==> src/design/bcpc_pkg.sv <==
// Shared types, constants, segment ROM and microcode program of the charge plausibility check
package bcpc_pkg;

   localparam int TABLE_ENTRIES = 6;
   localparam int ROM_ROWS      = 6;
   localparam int SCAN_ROWS     = (TABLE_ENTRIES < ROM_ROWS) ? TABLE_ENTRIES : ROM_ROWS;
   localparam int ROW_W         = $clog2(ROM_ROWS);

   localparam int CODE_W  = 12;
   localparam int WORD_W  = 16;
   localparam int MV_W    = 13;
   localparam int PCT_W   = 7;
   localparam int CNT_W   = 4;
   localparam int ALERT_W = 5;
   localparam int GRAD_W  = 7;
   localparam int ICPT_W  = 12;

   localparam int DIV_STEPS = MV_W;
   localparam int DIV_CNT_W = $clog2(DIV_STEPS + 1);

   localparam logic [PCT_W-1:0]   PCT_FULL      = 7'd100;
   localparam logic [PCT_W-1:0]   TOL_RESET     = 7'd20;
   localparam logic [CNT_W-1:0]   LIMIT_RESET   = 4'd2;
   localparam logic [8:0]         KNEE_HIGH     = 9'd72;
   localparam logic [8:0]         KNEE_MID      = 9'd64;
   localparam logic [8:0]         KNEE_LOW      = 9'd35;
   localparam logic [ALERT_W-1:0] ALERT_CAP     = 5'd16;
   localparam logic [ALERT_W-1:0] ALERT_LOW     = 5'd5;
   localparam logic [5:0]         THRESH_TOP    = 6'd32;

   localparam int STEP_W = 3;

   typedef enum logic [2:0] {
      OP_WAIT    = 3'd0,
      OP_CHECK   = 3'd1,
      OP_SCAN    = 3'd2,
      OP_DIVGO   = 3'd3,
      OP_DIVWAIT = 3'd4,
      OP_UPDATE  = 3'd5,
      OP_MISS    = 3'd6,
      OP_OUT     = 3'd7
   } op_type;

   typedef struct packed {
      op_type            op;
      logic [STEP_W-1:0] target;
   } ucode_type;

   localparam logic [STEP_W-1:0] STEP_WAIT  = 3'd0;
   localparam logic [STEP_W-1:0] STEP_CHECK = 3'd1;
   localparam logic [STEP_W-1:0] STEP_SCAN  = 3'd2;
   localparam logic [STEP_W-1:0] STEP_DIVGO = 3'd3;
   localparam logic [STEP_W-1:0] STEP_DIVWT = 3'd4;
   localparam logic [STEP_W-1:0] STEP_UPD   = 3'd5;
   localparam logic [STEP_W-1:0] STEP_MISS  = 3'd6;
   localparam logic [STEP_W-1:0] STEP_OUT   = 3'd7;

   typedef struct packed {
      logic start;
      logic judge;
      logic hit;
      logic last_row;
      logic div_done;
      logic out_free;
   } stat_type;

   typedef struct packed {
      op_type op;
   } ctrl_type;

   typedef struct packed {
      logic [MV_W-1:0]   mv;
      logic [GRAD_W-1:0] grad;
      logic [ICPT_W-1:0] icpt;
   } seg_type;

   typedef struct packed {
      logic [6:0]         pad;
      logic [ALERT_W-1:0] threshold_code;
      logic [ALERT_W-1:0] alert_pct;
      logic [CNT_W-1:0]   mismatch_count;
      logic               quickstart_request;
      logic [PCT_W-1:0]   expected_pct;
      logic [PCT_W-1:0]   reported_level;
      logic [PCT_W-1:0]   capacity_pct;
      logic [MV_W-1:0]    voltage_mv;
   } rsp_data_type;

   function automatic ucode_type ucode(input logic [STEP_W-1:0] step);
      ucode_type uw;
      unique case (step)
         STEP_WAIT:  uw = '{op: OP_WAIT,    target: STEP_CHECK};
         STEP_CHECK: uw = '{op: OP_CHECK,   target: STEP_OUT};
         STEP_SCAN:  uw = '{op: OP_SCAN,    target: STEP_MISS};
         STEP_DIVGO: uw = '{op: OP_DIVGO,   target: STEP_DIVWT};
         STEP_DIVWT: uw = '{op: OP_DIVWAIT, target: STEP_UPD};
         STEP_UPD:   uw = '{op: OP_UPDATE,  target: STEP_OUT};
         STEP_MISS:  uw = '{op: OP_MISS,    target: STEP_OUT};
         STEP_OUT:   uw = '{op: OP_OUT,     target: STEP_WAIT};
         default:    uw = '{op: OP_WAIT,    target: STEP_CHECK};
      endcase
      return uw;
   endfunction

   function automatic seg_type seg_rom(input logic chg, input logic [ROW_W-1:0] row);
      seg_type s;
      if (chg) begin
         case (row)
            3'd0:    s = '{mv: 13'd3865, grad: 7'd66, icpt: 12'd3709};
            3'd1:    s = '{mv: 13'd3956, grad: 7'd5,  icpt: 12'd3851};
            3'd2:    s = '{mv: 13'd4021, grad: 7'd2,  icpt: 12'd3912};
            3'd3:    s = '{mv: 13'd4088, grad: 7'd5,  icpt: 12'd3813};
            3'd4:    s = '{mv: 13'd4158, grad: 7'd7,  icpt: 12'd3689};
            3'd5:    s = '{mv: 13'd4200, grad: 7'd2,  icpt: 12'd4042};
            default: s = '{mv: 13'd3865, grad: 7'd66, icpt: 12'd3709};
         endcase
      end else begin
         case (row)
            3'd0:    s = '{mv: 13'd3953, grad: 7'd9,  icpt: 12'd3242};
            3'd1:    s = '{mv: 13'd3800, grad: 7'd7,  icpt: 12'd3403};
            3'd2:    s = '{mv: 13'd3740, grad: 7'd3,  icpt: 12'd3611};
            3'd3:    s = '{mv: 13'd3695, grad: 7'd2,  icpt: 12'd3650};
            3'd4:    s = '{mv: 13'd3601, grad: 7'd6,  icpt: 12'd3574};
            3'd5:    s = '{mv: 13'd3300, grad: 7'd55, icpt: 12'd3548};
            default: s = '{mv: 13'd3953, grad: 7'd9,  icpt: 12'd3242};
         endcase
      end
      return s;
   endfunction

endpackage

==> src/design/battery_charge_plausibility_check.sv <==
// Top level: microcoded charge plausibility check with APB register port
// Steps per input transaction: wait, check, then output when judge is clear; with judge set,
// a segment scan of 1 to 6 rows, one per cycle, then miss and output when no segment
// matches, else divide start, divide wait, update and output. The divide runs in the
// bit-serial divider; the next transaction is taken in the cycle after the result is loaded.
// Synchronous reset clears the sequencer, mismatch counter, output valid and loads
// tolerance 20 and mismatch limit 2.
module battery_charge_plausibility_check (
   input  logic        clock,
   input  logic        reset,
   input  logic        req_tvalid,
   output logic        req_tready,
   input  logic [31:0] req_tdata,   // cell_voltage_code[11:0], charge_state_word[27:12]
   input  logic [1:0]  req_tuser,   // charging[0], judge[1]
   output logic        rsp_tvalid,
   input  logic        rsp_tready,
   output logic [55:0] rsp_tdata,   // voltage_mv[12:0], capacity_pct[19:13],
                                    // reported_level[26:20], expected_pct[33:27],
                                    // quickstart_request[34], mismatch_count[38:35],
                                    // alert_pct[43:39], threshold_code[48:44]
   input  logic        csr_psel,
   input  logic        csr_penable,
   input  logic        csr_pwrite,
   input  logic [2:0]  csr_paddr,
   input  logic [31:0] csr_pwdata,
   output logic [31:0] csr_prdata,
   output logic        csr_pready
);

   localparam int MV_W  = bcpc_pkg::MV_W;
   localparam int PCT_W = bcpc_pkg::PCT_W;
   localparam int CNT_W = bcpc_pkg::CNT_W;
   localparam int ROW_W = bcpc_pkg::ROW_W;

   bcpc_pkg::stat_type stat;
   bcpc_pkg::ctrl_type ctrl;

   logic [PCT_W-1:0]                tol_ff;
   logic [CNT_W-1:0]                lim_ff;
   logic [bcpc_pkg::CODE_W-1:0]     code_ff;
   logic [bcpc_pkg::WORD_W-1:0]     word_ff;
   logic                            chg_ff;
   logic                            judge_ff;
   logic [ROW_W-1:0]                row_ff, row_in;
   logic [PCT_W-1:0]                exp_ff, exp_in;
   logic                            qs_ff, qs_in;
   logic [CNT_W-1:0]                cnt_ff, cnt_in;
   logic                            rsp_valid_ff, rsp_valid_in;
   bcpc_pkg::rsp_data_type          rsp_data_ff, rsp_data_in;

   logic                            req_accept;
   logic                            csr_write;
   logic [MV_W+1:0]                 mv_x5;
   logic [MV_W-1:0]                 mv;
   logic [7:0]                      hi;
   logic [8:0]                      cap0, cap1, cap2, cap3, cap4;
   logic [PCT_W-1:0]                cap;
   logic [PCT_W-1:0]                level;
   logic [bcpc_pkg::ALERT_W-1:0]    alert;
   logic [bcpc_pkg::ALERT_W-1:0]    alert_min1;
   logic [5:0]                      thr_wide;
   bcpc_pkg::seg_type               seg;
   logic                            div_ok;
   logic [MV_W-1:0]                 div_dividend;
   logic [bcpc_pkg::GRAD_W-1:0]     div_divisor;
   logic                            div_start;
   logic                            div_busy;
   logic                            div_done;
   logic [MV_W-1:0]                 div_quo;
   logic [PCT_W-1:0]                exp_clamp;
   logic [PCT_W-1:0]                diff;
   logic [CNT_W:0]                  cnt_next;
   logic [CNT_W-1:0]                cnt_upd;

   assign req_tready = (ctrl.op == bcpc_pkg::OP_WAIT);
   assign req_accept = req_tvalid && req_tready;
   assign csr_pready = 1'b1;
   assign csr_write  = csr_psel && csr_penable && csr_pwrite && csr_pready;
   assign csr_prdata = csr_paddr[2] ? {{(32-CNT_W){1'b0}}, lim_ff}
                                    : {{(32-PCT_W){1'b0}}, tol_ff};

   always_ff @(posedge clock) begin
      if (reset) begin
         tol_ff <= bcpc_pkg::TOL_RESET;
         lim_ff <= bcpc_pkg::LIMIT_RESET;
      end else if (csr_write) begin
         if (csr_paddr[2]) begin
            lim_ff <= csr_pwdata[CNT_W-1:0];
         end else begin
            tol_ff <= csr_pwdata[PCT_W-1:0];
         end
      end
   end

   // millivolts and derived percent fields
   assign mv_x5 = {1'b0, code_ff, 2'b00} + {3'b000, code_ff};
   assign mv    = mv_x5[MV_W+1:2];
   assign hi    = word_ff[15:8];
   assign cap0  = {1'b0, hi};
   assign cap1  = cap0 + {8'd0, (cap0 >= bcpc_pkg::KNEE_HIGH)};
   assign cap2  = cap1 + {8'd0, (cap1 >= bcpc_pkg::KNEE_MID)};
   assign cap3  = cap2 + {8'd0, (cap2 >= bcpc_pkg::KNEE_LOW)};
   assign cap4  = cap3 + {8'd0, word_ff[7]};
   assign cap   = (cap4 > {2'b00, bcpc_pkg::PCT_FULL}) ? bcpc_pkg::PCT_FULL : cap4[PCT_W-1:0];
   assign level = (hi > {1'b0, bcpc_pkg::PCT_FULL}) ? bcpc_pkg::PCT_FULL : hi[PCT_W-1:0];

   always_comb begin
      if (cap >= PCT_W'(bcpc_pkg::ALERT_CAP)) begin
         alert = bcpc_pkg::ALERT_CAP;
      end else if (cap <= PCT_W'(bcpc_pkg::ALERT_LOW)) begin
         alert = cap[bcpc_pkg::ALERT_W-1:0];
      end else begin
         alert = bcpc_pkg::ALERT_LOW;
      end
   end
   assign alert_min1 = (alert == '0) ? bcpc_pkg::ALERT_W'(1) : alert;
   assign thr_wide   = bcpc_pkg::THRESH_TOP - {1'b0, alert_min1};

   // segment scan and division operands
   assign seg          = bcpc_pkg::seg_rom(chg_ff, row_ff);
   assign div_ok       = (mv > {1'b0, seg.icpt}) && (seg.grad != '0);
   assign div_dividend = div_ok ? (mv - {1'b0, seg.icpt}) : '0;
   assign div_divisor  = div_ok ? seg.grad : bcpc_pkg::GRAD_W'(1);
   assign div_start    = (ctrl.op == bcpc_pkg::OP_DIVGO);

   bcpc_div u_div (
      .clock    (clock),
      .reset    (reset),
      .start    (div_start),
      .dividend (div_dividend),
      .divisor  (div_divisor),
      .busy     (div_busy),
      .done     (div_done),
      .quotient (div_quo)
   );

   assign exp_clamp = (div_quo > MV_W'(bcpc_pkg::PCT_FULL)) ? bcpc_pkg::PCT_FULL
                                                            : div_quo[PCT_W-1:0];
   assign diff      = (exp_clamp > level) ? (exp_clamp - level) : (level - exp_clamp);
   assign cnt_next  = (diff > tol_ff) ? ({1'b0, cnt_ff} + 1'b1) : '0;
   assign cnt_upd   = (cnt_next > {1'b0, lim_ff}) ? '0 : cnt_next[CNT_W-1:0];

   assign stat.start    = req_accept;
   assign stat.judge    = judge_ff;
   assign stat.hit      = chg_ff ? (mv <= seg.mv) : (mv >= seg.mv);
   assign stat.last_row = (row_ff == ROW_W'(bcpc_pkg::SCAN_ROWS - 1));
   assign stat.div_done = div_done;
   assign stat.out_free = !rsp_valid_ff || rsp_tready;

   bcpc_seq u_seq (
      .clock (clock),
      .reset (reset),
      .stat  (stat),
      .ctrl  (ctrl)
   );

   always_comb begin
      row_in       = row_ff;
      exp_in       = exp_ff;
      qs_in        = qs_ff;
      cnt_in       = cnt_ff;
      rsp_valid_in = rsp_valid_ff && !rsp_tready;
      rsp_data_in  = rsp_data_ff;
      case (ctrl.op)
         bcpc_pkg::OP_WAIT: begin
            exp_in = '0;
            qs_in  = 1'b0;
         end
         bcpc_pkg::OP_CHECK: row_in = '0;
         bcpc_pkg::OP_SCAN: begin
            if (!stat.hit && !stat.last_row) begin
               row_in = row_ff + 1'b1;
            end
         end
         bcpc_pkg::OP_UPDATE: begin
            exp_in = exp_clamp;
            cnt_in = cnt_upd;
            qs_in  = (cnt_upd != '0);
         end
         bcpc_pkg::OP_MISS: begin
            qs_in = chg_ff ? (level != bcpc_pkg::PCT_FULL) : (level != '0);
         end
         bcpc_pkg::OP_OUT: begin
            if (stat.out_free) begin
               rsp_valid_in                   = 1'b1;
               rsp_data_in.pad                = '0;
               rsp_data_in.threshold_code     = thr_wide[bcpc_pkg::ALERT_W-1:0];
               rsp_data_in.alert_pct          = alert;
               rsp_data_in.mismatch_count     = cnt_ff;
               rsp_data_in.quickstart_request = qs_ff;
               rsp_data_in.expected_pct       = exp_ff;
               rsp_data_in.reported_level     = level;
               rsp_data_in.capacity_pct       = cap;
               rsp_data_in.voltage_mv         = mv;
            end
         end
         default: row_in = row_ff;
      endcase
   end

   always_ff @(posedge clock) begin
      if (reset) begin
         cnt_ff       <= '0;
         rsp_valid_ff <= 1'b0;
         qs_ff        <= 1'b0;
      end else begin
         cnt_ff       <= cnt_in;
         rsp_valid_ff <= rsp_valid_in;
         qs_ff        <= qs_in;
      end
      if (req_accept) begin
         code_ff  <= req_tdata[11:0];
         word_ff  <= req_tdata[27:12];
         chg_ff   <= req_tuser[0];
         judge_ff <= req_tuser[1];
      end
      row_ff      <= row_in;
      exp_ff      <= exp_in;
      rsp_data_ff <= rsp_data_in;
   end

   assign rsp_tvalid = rsp_valid_ff;
   assign rsp_tdata  = rsp_data_ff;

   a_no_accept_while_dividing: assert property (@(posedge clock) disable iff (reset)
      !(req_tready && div_busy))
      else $error("input taken while divider busy");

   a_qs_tracks_counter: assert property (@(posedge clock) disable iff (reset)
      (ctrl.op == bcpc_pkg::OP_UPDATE) |=> (qs_ff == (cnt_ff != '0)))
      else $error("quickstart does not follow mismatch counter");

   a_expected_in_range: assert property (@(posedge clock) disable iff (reset)
      rsp_valid_ff |-> (rsp_data_ff.expected_pct <= bcpc_pkg::PCT_FULL))
      else $error("expected percent above full");

   a_divide_only_on_judge: assert property (@(posedge clock) disable iff (reset)
      div_start |-> judge_ff)
      else $error("divider started for a transaction without judge");

endmodule

==> src/design/bcpc_div.sv <==
// Restoring divider, one quotient bit per cycle
module bcpc_div (
   input  logic                         clock,
   input  logic                         reset,
   input  logic                         start,
   input  logic [bcpc_pkg::MV_W-1:0]    dividend,
   input  logic [bcpc_pkg::GRAD_W-1:0]  divisor,
   output logic                         busy,
   output logic                         done,
   output logic [bcpc_pkg::MV_W-1:0]    quotient
);

   logic                              busy_ff, busy_in;
   logic                              done_ff, done_in;
   logic [bcpc_pkg::DIV_CNT_W-1:0]    cnt_ff, cnt_in;
   logic [bcpc_pkg::GRAD_W-1:0]       rem_ff, rem_in;
   logic [bcpc_pkg::MV_W-1:0]         quo_ff, quo_in;
   logic [bcpc_pkg::GRAD_W-1:0]       dsr_ff, dsr_in;
   logic [bcpc_pkg::GRAD_W:0]         trial;
   logic [bcpc_pkg::GRAD_W:0]         diff;
   logic                              fits;

   assign trial = {rem_ff, quo_ff[bcpc_pkg::MV_W-1]};
   assign diff  = trial - {1'b0, dsr_ff};
   assign fits  = trial >= {1'b0, dsr_ff};

   always_comb begin
      busy_in = busy_ff;
      done_in = 1'b0;
      cnt_in  = cnt_ff;
      rem_in  = rem_ff;
      quo_in  = quo_ff;
      dsr_in  = dsr_ff;
      if (start) begin
         busy_in = 1'b1;
         cnt_in  = bcpc_pkg::DIV_CNT_W'(bcpc_pkg::DIV_STEPS);
         rem_in  = '0;
         quo_in  = dividend;
         dsr_in  = divisor;
      end else if (busy_ff) begin
         rem_in = fits ? diff[bcpc_pkg::GRAD_W-1:0] : trial[bcpc_pkg::GRAD_W-1:0];
         quo_in = {quo_ff[bcpc_pkg::MV_W-2:0], fits};
         cnt_in = cnt_ff - 1'b1;
         if (cnt_ff == bcpc_pkg::DIV_CNT_W'(1)) begin
            busy_in = 1'b0;
            done_in = 1'b1;
         end
      end
   end

   always_ff @(posedge clock) begin
      if (reset) begin
         busy_ff <= 1'b0;
         done_ff <= 1'b0;
         cnt_ff  <= '0;
      end else begin
         busy_ff <= busy_in;
         done_ff <= done_in;
         cnt_ff  <= cnt_in;
      end
      rem_ff <= rem_in;
      quo_ff <= quo_in;
      dsr_ff <= dsr_in;
   end

   assign busy     = busy_ff;
   assign done     = done_ff;
   assign quotient = quo_ff;

endmodule

==> src/design/bcpc_seq.sv <==
// Microcode sequencer: step counter, program ROM and conditional jumps
module bcpc_seq (
   input  logic                clock,
   input  logic                reset,
   input  bcpc_pkg::stat_type  stat,
   output bcpc_pkg::ctrl_type  ctrl
);

   logic [bcpc_pkg::STEP_W-1:0] step_ff, step_in;
   bcpc_pkg::ucode_type         uw;
   logic [bcpc_pkg::STEP_W-1:0] step_inc;

   assign uw       = bcpc_pkg::ucode(step_ff);
   assign step_inc = step_ff + 1'b1;

   always_comb begin
      step_in = step_ff;
      unique case (uw.op)
         bcpc_pkg::OP_WAIT:    if (stat.start) step_in = step_inc;
         bcpc_pkg::OP_CHECK:   step_in = stat.judge ? step_inc : uw.target;
         bcpc_pkg::OP_SCAN: begin
            if (stat.hit) begin
               step_in = step_inc;
            end else if (stat.last_row) begin
               step_in = uw.target;
            end
         end
         bcpc_pkg::OP_DIVGO:   step_in = step_inc;
         bcpc_pkg::OP_DIVWAIT: if (stat.div_done) step_in = step_inc;
         bcpc_pkg::OP_UPDATE:  step_in = uw.target;
         bcpc_pkg::OP_MISS:    step_in = uw.target;
         bcpc_pkg::OP_OUT:     if (stat.out_free) step_in = uw.target;
         default:              step_in = step_ff;
      endcase
   end

   always_ff @(posedge clock) begin
      if (reset) begin
         step_ff <= bcpc_pkg::STEP_WAIT;
      end else begin
         step_ff <= step_in;
      end
   end

   assign ctrl.op = uw.op;

endmodule
==> config.mk <==
export PLATFORM = sky130hd
export DESIGN_NAME = battery_charge_plausibility_check
export DESIGN_NICKNAME = d
export VERILOG_FILES = /design/src/design/bcpc_pkg.sv /design/src/design/battery_charge_plausibility_check.sv /design/src/design/bcpc_div.sv /design/src/design/bcpc_seq.sv
export SDC_FILE = /design/constraint.sdc
export NUM_CORES = 1
export LEC_CHECK = 0
export ABC_AREA = 1
export BUFFER_PORTS_ARGS = -buffer_cell sky130_fd_sc_hd__buf_4
export CAP_MARGIN = 20
export CORE_MARGIN = 2
export CORE_UTILIZATION = 55
export DETAILED_ROUTE_END_ITERATION = 10
export PLACE_DENSITY = 0.79
export SLEW_MARGIN = 25
export SYNTH_ARGS = -nofsm -noshare
export SYNTH_HDL_FRONTEND = slang
export SYNTH_SLANG_ARGS = --single-unit
==> constraint.sdc <==
create_clock -name clock -period 16.2 [get_ports clock]
set_clock_uncertainty 0.15 [all_clocks]
set_input_delay 0.81 -clock clock [delete_from_list [all_inputs] [get_ports clock]]
set_output_delay 0.81 -clock clock [all_outputs]
set_load 0.005 [all_outputs]
======== Word level (Yosys, flattened, before mapping) ========
Memory sizes are Yosys's and may differ from the RTL's. A register that Yosys moved wholly into a read port is not among the register bits.
Cells that the tools add are included.
operators by class
  bitwise gates (word level) .............. 2
  equal/unequal tests ..................... 19
  multiplexer cells ....................... 40
  reduce and logical (&&, ||, !) cells .... 28
  order comparisons ....................... 15
  add/subtract/negate cells ............... 14
operators by type and width
  kind                                                                   count
  32-bit one-hot mux with 5 select lines                                 1
  29-bit one-hot mux with 5 select lines                                 1
  7-bit two-way mux                                                      6
  13-bit two-way mux                                                     3
  32-bit two-way mux                                                     1
  9-bit by 1-bit adder with 9-bit output                                 3
  3-bit two-way mux                                                      9
  3-bit one-hot mux with 7 select lines                                  1
  7-bit subtractor                                                       3
  5-bit two-way mux                                                      4
  3-bit == test, second input constant                                   6
  14-bit by 12-bit adder with 15-bit output                              1
  7-bit > comparator                                                     2
  7-bit one-hot mux with 2 select lines                                  1
  7-bit nonzero test                                                     2
  13-bit >= comparator                                                   1
  13-bit by 12-bit > comparator with 1-bit output                        1
  13-bit by 7-bit > comparator with 1-bit output, second input constant  1
  13-bit <= comparator                                                   1
  13-bit by 12-bit subtractor with 13-bit output                         1
  3-bit by 2-bit == test with 1-bit output, second input constant        4
  4-bit two-way mux                                                      3
  8-bit by 1-bit adder with 9-bit output                                 1
  9-bit by 6-bit >= comparator with 1-bit output, second input constant  1
  34 further kinds                                                       60
storage, ports and cells
  memories kept ........................... 1
  bits of input ports ..................... 76
  bits in registers ....................... 142
  bits in read-only memories .............. 48
memories
  name             words  width  rd ports  clocked after Yosys merged registers in  wr ports  line            text
  (no name shown)  8      6      1         1                                        0         bcpc_pkg.sv:91  unique case (step)

======== Logic depth before layout (Yosys ltp) ========
Gate-level depths: netlist of run 1.
  depth after elaboration ................. 15
  mapped depth ............................ 42

======== Modules after synthesis ========
Synthesis of run 1 repeated with hierarchy kept, for this count alone.
second synthesis, totals
  cell total of the unflattened synthesis .. 1209
  area, all modules ....................... 9745.6 um^2
modules (own cells, without submodules)
  module                             cells each  area an instance (um^2)  sequential area each (um^2)  instances
  battery_charge_plausibility_check  906         7372.1                   2802.7                       1
  bcpc_div                           215         1789.2                   860.8                        1
  bcpc_seq                           88          584.3                    180.2                        1

======== Worst setup path before layout of run 1 ========
Ideal clock, no wire load.
  kind .................................... reg-to-reg
  start ................................... register u_div.quo_ff, in the netlist u_div.quotient[10]
  end ..................................... register qs_ff
  buffers on the path ..................... 0
  stages on the path, launching flop included .. 32
  period minus slack after synthesis ...... 5310 ps
  data arrival time ....................... 5028 ps
  library setup time ...................... 132 ps
  path slack .............................. 10890 ps
  path through ............................ edfxtp_1 -> or4_1 -> nor3_1 -> nand2_1 -> nor2_1 -> ha_1 -> nand2_1 -> nor2_1 -> o21ai_0 -> nand2_1 -> a21oi_1 -> nor2_1 -> o21ai_1 -> mux2_2 -> xnor2_1 -> inv_1 -> ha_1 -> nand2_1 -> nor2_1 -> nand2_1 -> o211ai_1 -> nand2_1 -> nor3_1 -> ha_1 -> nand2_1 -> and3b_1 -> o21ai_0 -> inv_1 -> nand2_1 -> o21ai_0 -> o21ai_0 -> a21oi_1
on the way
  word-level cells in the longest chain between the ends .. 10
  elaborated cells between the ends (all ways) .. 12
  classes of those cells .................. add/sub: 2; order compare: 4; mux: 5; reduce/logical: 1
RTL lines
  item                                                           line                                      text
  from (decl)                                                    bcpc_div.sv:17                            logic [bcpc_pkg::MV_W-1:0] quo_ff, quo_in;
  from (signal assigned)                                         bcpc_div.sv:62                            quo_ff <= quo_in;
  13-bit by 7-bit > comparator with 1-bit output (*)             battery_charge_plausibility_check.sv:137  assign exp_clamp = (div_quo > MV_W'(bcpc_pkg::PCT_FULL)) ? bcpc_pkg::PCT_FULL
  7-bit two-way mux (*)                                          battery_charge_plausibility_check.sv:137
  via exp_clamp[1]                                               battery_charge_plausibility_check.sv:70   logic [PCT_W-1:0] exp_clamp;
  7-bit subtractor / 7-bit > comparator (equally long branches)  battery_charge_plausibility_check.sv:139  assign diff = (exp_clamp > level) ? (exp_clamp - level) : (level - exp_clamp);
  7-bit two-way mux (*)                                          battery_charge_plausibility_check.sv:139
  7-bit > comparator (*)                                         battery_charge_plausibility_check.sv:140  assign cnt_next = (diff > tol_ff) ? ({1'b0, cnt_ff} + 1'b1) : '0;
  5-bit two-way mux (*)                                          battery_charge_plausibility_check.sv:140
  5-bit by 4-bit > comparator with 1-bit output                  battery_charge_plausibility_check.sv:141  assign cnt_upd = (cnt_next > {1'b0, lim_ff}) ? '0 : cnt_next[CNT_W-1:0];
  4-bit two-way mux (*)                                          battery_charge_plausibility_check.sv:141
  4-bit nonzero test (*)                                         battery_charge_plausibility_check.sv:178  qs_in = (cnt_upd != '0);
  1-bit one-hot mux with 3 select lines (*)                      battery_charge_plausibility_check.sv:164  case (ctrl.op)
  to (signal assigned)                                           battery_charge_plausibility_check.sv:209  qs_ff <= qs_in;
  to (decl)                                                      battery_charge_plausibility_check.sv:46   logic qs_ff, qs_in;
Mark *: on every way through the listed nets, which the timed path passes. The rest lies on a longest branch.
A chain may end at the register's enable or synchronous reset.

======== Worst setup path after layout of run 1 ========
Ends and elaborated chain as after synthesis.

==> results.txt, run 1 <==
CTS Buf Count -> 17
main flop type after synthesis -> edfxtp_1
most frequent cell after synthesis -> nand2_1
Post-synth top cells -> nand2_1, inv_1, nor2_1
post-synthesis cell type count -> 57
global-route wire length before repair -> 33.72 mm
Syn Inst Count -> 1123
Leak -> 4.913 nW
nets@finish -> 1392
Critical-path top delay cell -> or4_1
first drt pass iteration count -> 6
reg2reg start -> u_div.quotient[10]
sequential fraction of the synthesis area -> 40.78%
ant diodes -> 0
slowest cell delay on critical path -> 530 ps
clk_lat worst skew -> 430 ps
Mapped Area -> 9351 um2
CP required -> 16360 ps
Post-DP HPWL -> 15.28 mm
Vias/cell -> 5.378
detailed-route via count -> 7836
CP top delay family -> simple AND/OR/NAND/NOR gates
Final Core Density -> 64.63%
Total Wirelength -> 20.26 mm
CTS tree -> yes
Pins Over Slew Limit -> 0
Post-synth ARST share -> 0%
Synth Warn # -> 0
vias in the first global route -> 7373
Placer Congestion -> 0.9127
Port Buffers -> 95
maximum VDD drop -> 91.54 uV
final-report setup violation count -> 0
hold path startpoint -> exp_ff[4]
gr ovfl total -> 0
Die H -> 134.4 um
PD cells -> 177.0 nW/um2
H-Tree Depth -> 4
Yosys top cell area share -> 32.43%
Root Buffer -> clkbuf_16
RSZ-0062 raised after global routing -> false
Fmax achieved -> 160.7 MHz
initial core utilization -> 56.39%
CP startpoint kind -> register
Max Root-Sink Buffers -> 2
Post-DRT Antenna Nets -> 0
cell row count -> 47
area grow syn2layout -> 14.61%
critical path peak fanout -> 8
critical path type -> reg2reg
final worst-path cycle share -> 38.41%
Hold Fails Final Rpt -> 0
Post-route DRC -> 0
CP Data Arrival Time -> 6390 ps
postcts setup bufs -> 0
cts hold-fix bufs -> 0
max cap viols -> 0
1st-iter DRT viols -> 583
leading area contributor after synthesis -> edfxtp_1
average size of a mapped cell -> 8.327 um2
most used cell, CP -> nand2_1
status -> finished clean
final setup TNS -> 0 ps
Seq cells post-synth -> 140
core area -> 16580 um2
gr usage total -> 23.17%
Die X -> 134.4 um
clock slew at reported path FFs -> 60 ps
DIE AREA -> 18060 um2
slew margin rel. -> 42.22%
initial antenna violation count -> 0
largest net degree at the start of global routing -> 50
CTS sink cnt -> 140
Top Ports -> 167
crit path launch -> u_div.quotient[10]
Min-Delay Path Class -> reg2reg
Tmin final -> 6223 ps
Area contributors post-synth -> edfxtp_1, ha_1, dfxtp_1
Post-synth EDFFs -> 101
Slew @ Worst Pin -> 866.7 ps
DR WL/cell -> 13.91 um
ratio of cells with drive above 1 in the final layout -> 15.04%
Post-CTS Resized -> 0
CP endpoint kind -> register
Bufs and invs on worst path -> 2
[cells in the final DEF (no fill, tap or decap), types with 7 or more instances in the layout]
| cell | instances |
|---|---|
| inv_2 | 7 |
| nand3_1 | 52 |
| o211ai_1 | 8 |
| nor2_1 | 107 |
| xnor2_1 | 10 |
| xor2_1 | 10 |
| nand4_1 | 12 |
| o21ai_1 | 8 |
| buf_4 | 98 |
| conb_1 | 34 |
| o21ai_0 | 80 |
| nand2_1 | 208 |
| clkbuf_16 | 17 |
| nand2_2 | 16 |
| inv_1 | 160 |
| ha_1 | 86 |
| edfxtp_1 | 101 |
| dfxtp_1 | 39 |
| nor3_1 | 10 |
| a21oi_1 | 73 |
[logic make-up (layout without fill, tap and decap cells)]
logic type | Yosys count | in the layout | share of synthesized area, %
AOI/OAI and AO/OA | 214 | 214 | 13.18
xor gates and xnor gates | 20 | 20 | 1.873
adders and majority gates | 92 | 92 | 12.79
buffers and inverters | 215 | 297 | 10.20
DFF | 140 | 140 | 40.78
muxes | 4 | 4 | 0.4549
other | 2 | 34 | 0.08031
and+or+nand+nor | 436 | 436 | 20.64
[per-layer routing]
layer	track usage (%)	routed length, um	share of wire (%)
met2	42.29	10290	51
met1	26.79	8494	42
met5	0	0	0
met3	3.817	884	4.4
met4	9.883	593	2.9
[flip-flops by register name (all words and copies together) (netlist names), 3 cells and up]
name            flops
exp_ff              7
u_div.cnt_ff        4
code_ff            12
word_ff             9
u_div.dsr_ff        6
u_div.quotient     13
row_ff              3
cnt_ff              4
lim_ff              4
u_div.rem_ff        7
tol_ff              7
u_seq.uw            6
rsp_tdata          49
u_seq.step_ff       3
[layout make-up]
class / instances / area, um2
clock buffer: 17 / 425.4
multi-input combinational: 800 / 4717
timing repair buffer: 98 / 735.7
clock inverter: 15 / 123.9
sequential: 140 / 3814
fill: 1392 / 5866
tap: 220 / 275.3
inverter: 167 / 626.9
[per-stage QoR]
step                hold WS, ps  setup slack [ps]  instances  area [um2]  total power [mW]
floorplan                 250.3             10890       1155        9472             1.296
global placement          252.1             10160       1425       10170             1.486
detailed placement        254.5             10110       1425       10170             1.514
CTS                       272.6             10030       1457       10720             1.892
global route              286.4              9332       1457       10720             2.069
finish                    270.9              9977       1457       10720             1.897
[where the power goes]
part / internal [mW] / leakage (nW) / total [mW] / switching [mW]
clock: 0.210 / 0.254 / 0.364 / 0.155
combinational: 0.351 / 3.41 / 1.01 / 0.656
sequential: 0.477 / 1.25 / 0.526 / 0.0484
total: 1.04 / 4.91 / 1.90 / 0.860
[path summary, 6_finish.rpt]
kind | to | slack (ps) | cells after the start
max reg2reg | qs_ff | 9980 | 31
max | qs_ff | 9980 | 31
min | rsp_tdata[31] | 270 | 0
min reg2reg | rsp_tdata[31] | 270 | 0
Power figures use the tool's default switching activity.
==> run 2, diff against run 1 <==
--- a/config.mk
+++ b/config.mk
@@ -9,9 +9,9 @@
 export BUFFER_PORTS_ARGS = -buffer_cell sky130_fd_sc_hd__buf_4
 export CAP_MARGIN = 20
 export CORE_MARGIN = 2
-export CORE_UTILIZATION = 55
+export CORE_UTILIZATION = 52
 export DETAILED_ROUTE_END_ITERATION = 10
-export PLACE_DENSITY = 0.79
+export PLACE_DENSITY = 0.78
 export SLEW_MARGIN = 25
 export SYNTH_ARGS = -nofsm -noshare
 export SYNTH_HDL_FRONTEND = slang
==> constraint.sdc (replaced) <==
create_clock -name clock -period 5.53 [get_ports clock]
set_clock_uncertainty 0.15 [all_clocks]
set_input_delay 0.2765 -clock clock [delete_from_list [all_inputs] [get_ports clock]]
set_output_delay 0.2765 -clock clock [all_outputs]
set_load 0.005 [all_outputs]
==> run 2 against run 1 <==
Compared with the run above:
- the flow now finishes with violations (negative setup slack)
- sequential power grew to 2.9 times the previous value
- fmax is 11% higher
- die area up 5.6%
==> results.txt, run 2 (same netlist as run 1, synthesis figures left out) <==
status -> complete, but fails checks
failing checks -> negative setup slack
ratio of cells with drive above 1 in the final layout -> 24.38%
Critical-path top delay cell -> or4_4
final setup margin -> -60.50 ps
Die H -> 138.1 um
Post-route DRC -> 0
reg2reg start -> u_div.quotient[7]
maximum VDD drop -> 247.4 uV
initial antenna violation count -> 0
Post-DRT Antenna Nets -> 0
CP required -> 5690 ps
flop2flop setup slack -> -60 ps
max reg flops -> 49
final instance area -> 11910 um2
CTS sink cnt -> 140
Die X -> 138.1 um
1st-iter DRT viols -> 583
largest net degree at the start of global routing -> 50
Post-DP HPWL -> 15.82 mm
core area -> 17780 um2
pre-CTS setup slack -> -212.3 ps
Max Root-Sink Buffers -> 2
most frequent cells in the layout -> nand2_1, buf_4, inv_1
PD cells -> 515.4 nW/um2
Pins Over Slew Limit -> 0
commonest non-fill, non-tap cell in the layout -> nand2_1
detailed-route via count -> 8331
RSZ-0062 raised after global routing -> true
CTS tree -> yes
CP Data Arrival Time -> 5750 ps
Root Buffer -> clkbuf_16
Total Wirelength -> 23.29 mm
FILL cells -> 1342
Port Buffers -> 95
Fmax achieved -> 178.9 MHz
Fin Hold WS -> 12.37 ps
gr ovfl total -> 0
vias in the first global route -> 7768
nets@finish -> 1480
CTS Buf Count -> 17
DIE AREA -> 19070 um2
number of cells on the critical path -> 35
CP startpoint kind -> register
Tmin final -> 5591 ps
Hold Fails Final Rpt -> 0
Vias/cell -> 5.361
first drt pass iteration count -> 8
final worst-path cycle share -> 101.1%
CP endpoint kind -> register
gr usage total -> 22.67%
critical path peak fanout -> 7
DP Area -> 10440 um2
critical path type -> reg2reg
ant diodes -> 0
global-route wire length before repair -> 35.65 mm
DR WL/cell -> 14.99 um
slew margin rel. -> 40.31%
crit path to -> qs_ff
Slew @ Worst Pin -> 892.0 ps
area grow syn2layout -> 27.40%
Top Ports -> 167
CP top delay family -> simple AND/OR/NAND/NOR gates
clock slew at reported path FFs -> 60 ps
Leak -> 5.389 nW
H-Tree Depth -> 4
Placer Congestion -> 0.9172
initial core utilization -> 52.60%
cell row count -> 49
FF-to-FF path depth -> 35
crit path launch -> u_div.quotient[7]
clk_lat worst skew -> 420 ps
Worst R2R End -> qs_ff
Bufs and invs on worst path -> 7
final-report setup violation count -> 2
max cap viols -> 0
slowest cell delay on critical path -> 560 ps
Min-Delay Path Class -> in2reg
most used cell, CP -> nand2_1
## run 2: worst min-delay path by stage
stage	startpoint	endpoint	slack [ps]	cells after the start
3_5_place_dp	exp_ff[6]	rsp_tdata[33]	260	0
5_1_grt	csr_pwdata[5]	tol_ff[5]	20	3
2_1_floorplan	req_tuser[0]	chg_ff	230	0
4_1_cts	csr_pwdata[3]	lim_ff[3]	4	3
6_report	csr_pwdata[5]	tol_ff[5]	10	3
3_3_place_gp	exp_ff[1]	rsp_tdata[28]	250	0
## run 2: through the flow
step / power (mW) / cells / setup TNS (ps) / utilization, %
5_1_grt: 6.629 / 1554 / -1830 / 67.01
4_1_cts: 5.776 / 1540 / 0 / 64.22
6_report: 6.140 / 1554 / -60.79 / 67.01
2_1_floorplan: 3.797 / 1155 / 0 / -
3_5_place_dp: 4.556 / 1469 / -258.4 / 58.73
3_3_place_gp: 4.448 / 1469 / 0 / 58.73
## run 2: final cells by class
class,instances,area (um2),share of cell area (%)
clock inverters,13,143.9,1.208
clock buffers,19,432.9,3.634
inverters,167,634.4,5.325
flip-flops and latches,140,3814,32.01
repair buffers,186,1469,12.33
well taps,229,286.5,2.405
multi-input cells,800,5134,43.09
## run 2: worst min-delay path: cells and delay by family
| family | cells | cell delay (ps) |
|---|---|---|
| compound gates | 2 | 200 |
| buf+inv | 1 | 70 |
## run 2: report_power, final
group	switching [mW]	total [mW]	internal [mW]
clock network	0.453	1.12	0.666
registers	0.127	1.53	1.40
logic	2.19	3.49	1.31
## run 2: metal layers
layer / vias up / part of all wire [%] / track usage, % / wire length [um]
li1: 4100 / - / - / -
met1: 3828 / 39 / 26.56 / 9174
met2: 323 / 52 / 40.96 / 12110
met3: 80 / 4.9 / 3.741 / 1132
met4: 0 / 3.7 / 9.882 / 868
met5: - / 0 / 0 / 0
## run 2: timing repair
action / in CTS / in global routing
hold endpoints to repair: 33 / 0
hold buffers: 29 / 0
pin swaps: 11 / 58
setup endpoints to repair: 5 / 11
buffers inserted: 10 / 14
resized for setup: 14 / 101
==> run 3, diff against run 2 <==
--- a/config.mk
+++ b/config.mk
@@ -8,10 +8,12 @@
 export ABC_AREA = 1
 export BUFFER_PORTS_ARGS = -buffer_cell sky130_fd_sc_hd__buf_4
 export CAP_MARGIN = 20
+export CELL_PAD_IN_SITES_DETAIL_PLACEMENT = 1
+export CELL_PAD_IN_SITES_GLOBAL_PLACEMENT = 1
 export CORE_MARGIN = 2
-export CORE_UTILIZATION = 52
+export CORE_UTILIZATION = 38
 export DETAILED_ROUTE_END_ITERATION = 10
-export PLACE_DENSITY = 0.78
+export PLACE_DENSITY_LB_ADDON = 0.1
 export SLEW_MARGIN = 25
 export SYNTH_ARGS = -nofsm -noshare
 export SYNTH_HDL_FRONTEND = slang
==> run 3 against run 2 <==
Compared with the run above:
- the run now ends clean
- sequential power barely moved
- sequential cell count stayed put
- count of clock-buffer cells in the layout is 1 lower
- global-route usage down 2.0 points
- core utilization is 15 points lower
- worst hold slack barely moved
- register-to-register slack better by 80 ps
- total power is 7.9% higher
- clock power is 9.8% higher
- worst setup slack improved by 76 ps
- first-iteration DRC count is 32% lower
- fmax increased by 1.4%
- largest power group unchanged
- highest routed layer unchanged
==> results.txt, run 3 (same netlist as run 1, synthesis figures left out) <==
status -> finished clean
CTS Buf Count -> 17
Pins Over Slew Limit -> 0
cell total after placement -> 1601
post-route insts no fill -> 1698
FILL cells -> 2878
gr ovfl total -> 0
max cap viols -> 0
Tmin final -> 5515 ps
CTS tree -> yes
final instance area -> 12650 um2
cell row count -> 57
slew margin rel. -> 44.95%
nets@finish -> 1529
DIE AREA -> 25880 um2
pre-CTS setup slack -> -224.9 ps
final setup TNS -> 0 ps
slowest cell delay on critical path -> 570 ps
Total Wirelength -> 27.18 mm
crit path launch -> u_div.quotient[7]
maximum VDD drop -> 265.1 uV
Top Ports -> 167
Slew @ Worst Pin -> 822.7 ps
detailed-route via count -> 8381
CP endpoint kind -> register
final worst-path cycle share -> 99.73%
CP required -> 5690 ps
Die H -> 160.9 um
global-route wire length before repair -> 42.85 mm
max reg flops -> 49
RSZ-0062 raised after global routing -> true
largest net degree at the start of global routing -> 50
uppermost layer routed -> met4
Critical-path top delay cell -> or4_4
hold path startpoint -> csr_pwdata[5]
core area -> 24250 um2
Leak -> 5.665 nW
metal3 WL -> 824 um
most frequent cells in the layout -> buf_4, nand2_1, inv_1
CP Data Arrival Time -> 5680 ps
H-Tree Depth -> 4
flop2flop setup slack -> 20 ps
first drt pass iteration count -> 5
Port Buffers -> 95
Root Buffer -> clkbuf_16
Post-DRT Antenna Nets -> 0
final setup margin -> 15.00 ps
critical path type -> reg2reg
Post-route DRC -> 0
Max Root-Sink Buffers -> 2
Vias/cell -> 4.936
clock slew at reported path FFs -> 70 ps
DP Area -> 10840 um2
CP startpoint kind -> register
CTS sink cnt -> 140
Hold Fails Final Rpt -> 0
Post-DP HPWL -> 19.26 mm
Fmax achieved -> 181.3 MHz
area grow syn2layout -> 35.31%
Met1 Wirelength -> 11.92 mm
DR WL/cell -> 16.01 um
ant diodes -> 0
WL met2 -> 13.75 mm
vias in the first global route -> 8587
clk_lat worst skew -> 430 ps
Min-Delay Path Class -> in2reg
reg2reg start -> u_div.quotient[7]
Die X -> 160.9 um
commonest non-fill, non-tap cell in the layout -> buf_4
PD cells -> 523.6 nW/um2
ratio of cells with drive above 1 in the final layout -> 29.11%
critical path peak fanout -> 5
1st-iter DRT viols -> 397
gr usage total -> 20.63%
Placer Congestion -> 0.8607
final-report setup violation count -> 0
initial antenna violation count -> 0
initial core utilization -> 38.57%
==> run 3: changes by cell type in the layout (fill, tap and decap cells not counted), sizes merged <==
cell / before / now
bufinv: 2 / 3
clkbuf: 19 / 18
clkinvlp: 5 / 3
dlygate4sd3: 29 / 30
clkinv: 4 / 2
inv: 169 / 173
buf: 157 / 205
==> run 3: through the flow <==
step / power (mW) / util (%) / hold slack, ps
floorplan: 3.797 / - / 225.4
global placement: 4.732 / 44.70 / 254.1
detailed placement: 4.823 / 44.70 / 256.3
global route: 7.199 / 52.18 / 56.80
finish: 6.625 / 52.18 / 12.57
CTS: 6.238 / 49.52 / 11.83
==> run 3: path summary, 6_finish.rpt <==
path,to,cells past startpoint
setup reg to reg,qs_ff,31
hold / removal,tol_ff[5],3
hold reg to reg,rsp_tdata[30],0
setup / recovery,qs_ff,31
==> run 3: metal layers <==
layer / GRT usage [%] / up-vias
met5: 0 / -
met4: 7.386 / 0
met3: 2.867 / 54
met2: 37.03 / 155
met1: 25.26 / 3983
li1: - / 4189
==> run 3: what timing repair did <==
item                                   in CTS  in global routing
setup endpoints to repair                   8                 11
gates resized for setup                    38                120
endpoints found under the hold margin      36                  0
hold buffers                               30                  0
setup buffers                              18                 17
cloned                                      0                  0
pin swaps                                  29                 69
==> run 3: area by class of cell <==
cell class                      count  area, um2  share of cell area, %
Multi-Input combinational cell    800       5328                  42.10
Inverter                          167      631.9                  4.994
Timing Repair Buffer              235       1862                  14.71
Clock inverter                     14      183.9                  1.454
Tap cell                          324      405.4                  3.204
Clock buffer                       18      429.2                  3.392
Sequential cell                   140       3814                  30.14
==> run 3: power by group <==
| part | internal [mW] | total [mW] | switching [mW] |
|---|---|---|---|
| clock | 0.721 | 1.23 | 0.505 |
| combinational | 1.52 | 3.87 | 2.35 |
| sequential | 1.40 | 1.53 | 0.131 |
| total | 3.64 | 6.62 | 2.99 |
==> run 3: critical path: cells and delay by family, from the launching register on <==
family,cells,cell delay [ps]
AND/OR/NAND/NOR,13,1960
adder cells (fa/ha/maj),4,1140
AO/OA/AOI/OAI,6,980
flip-flops,1,390
buffers and inverters,7,640
XOR/XNOR,1,140
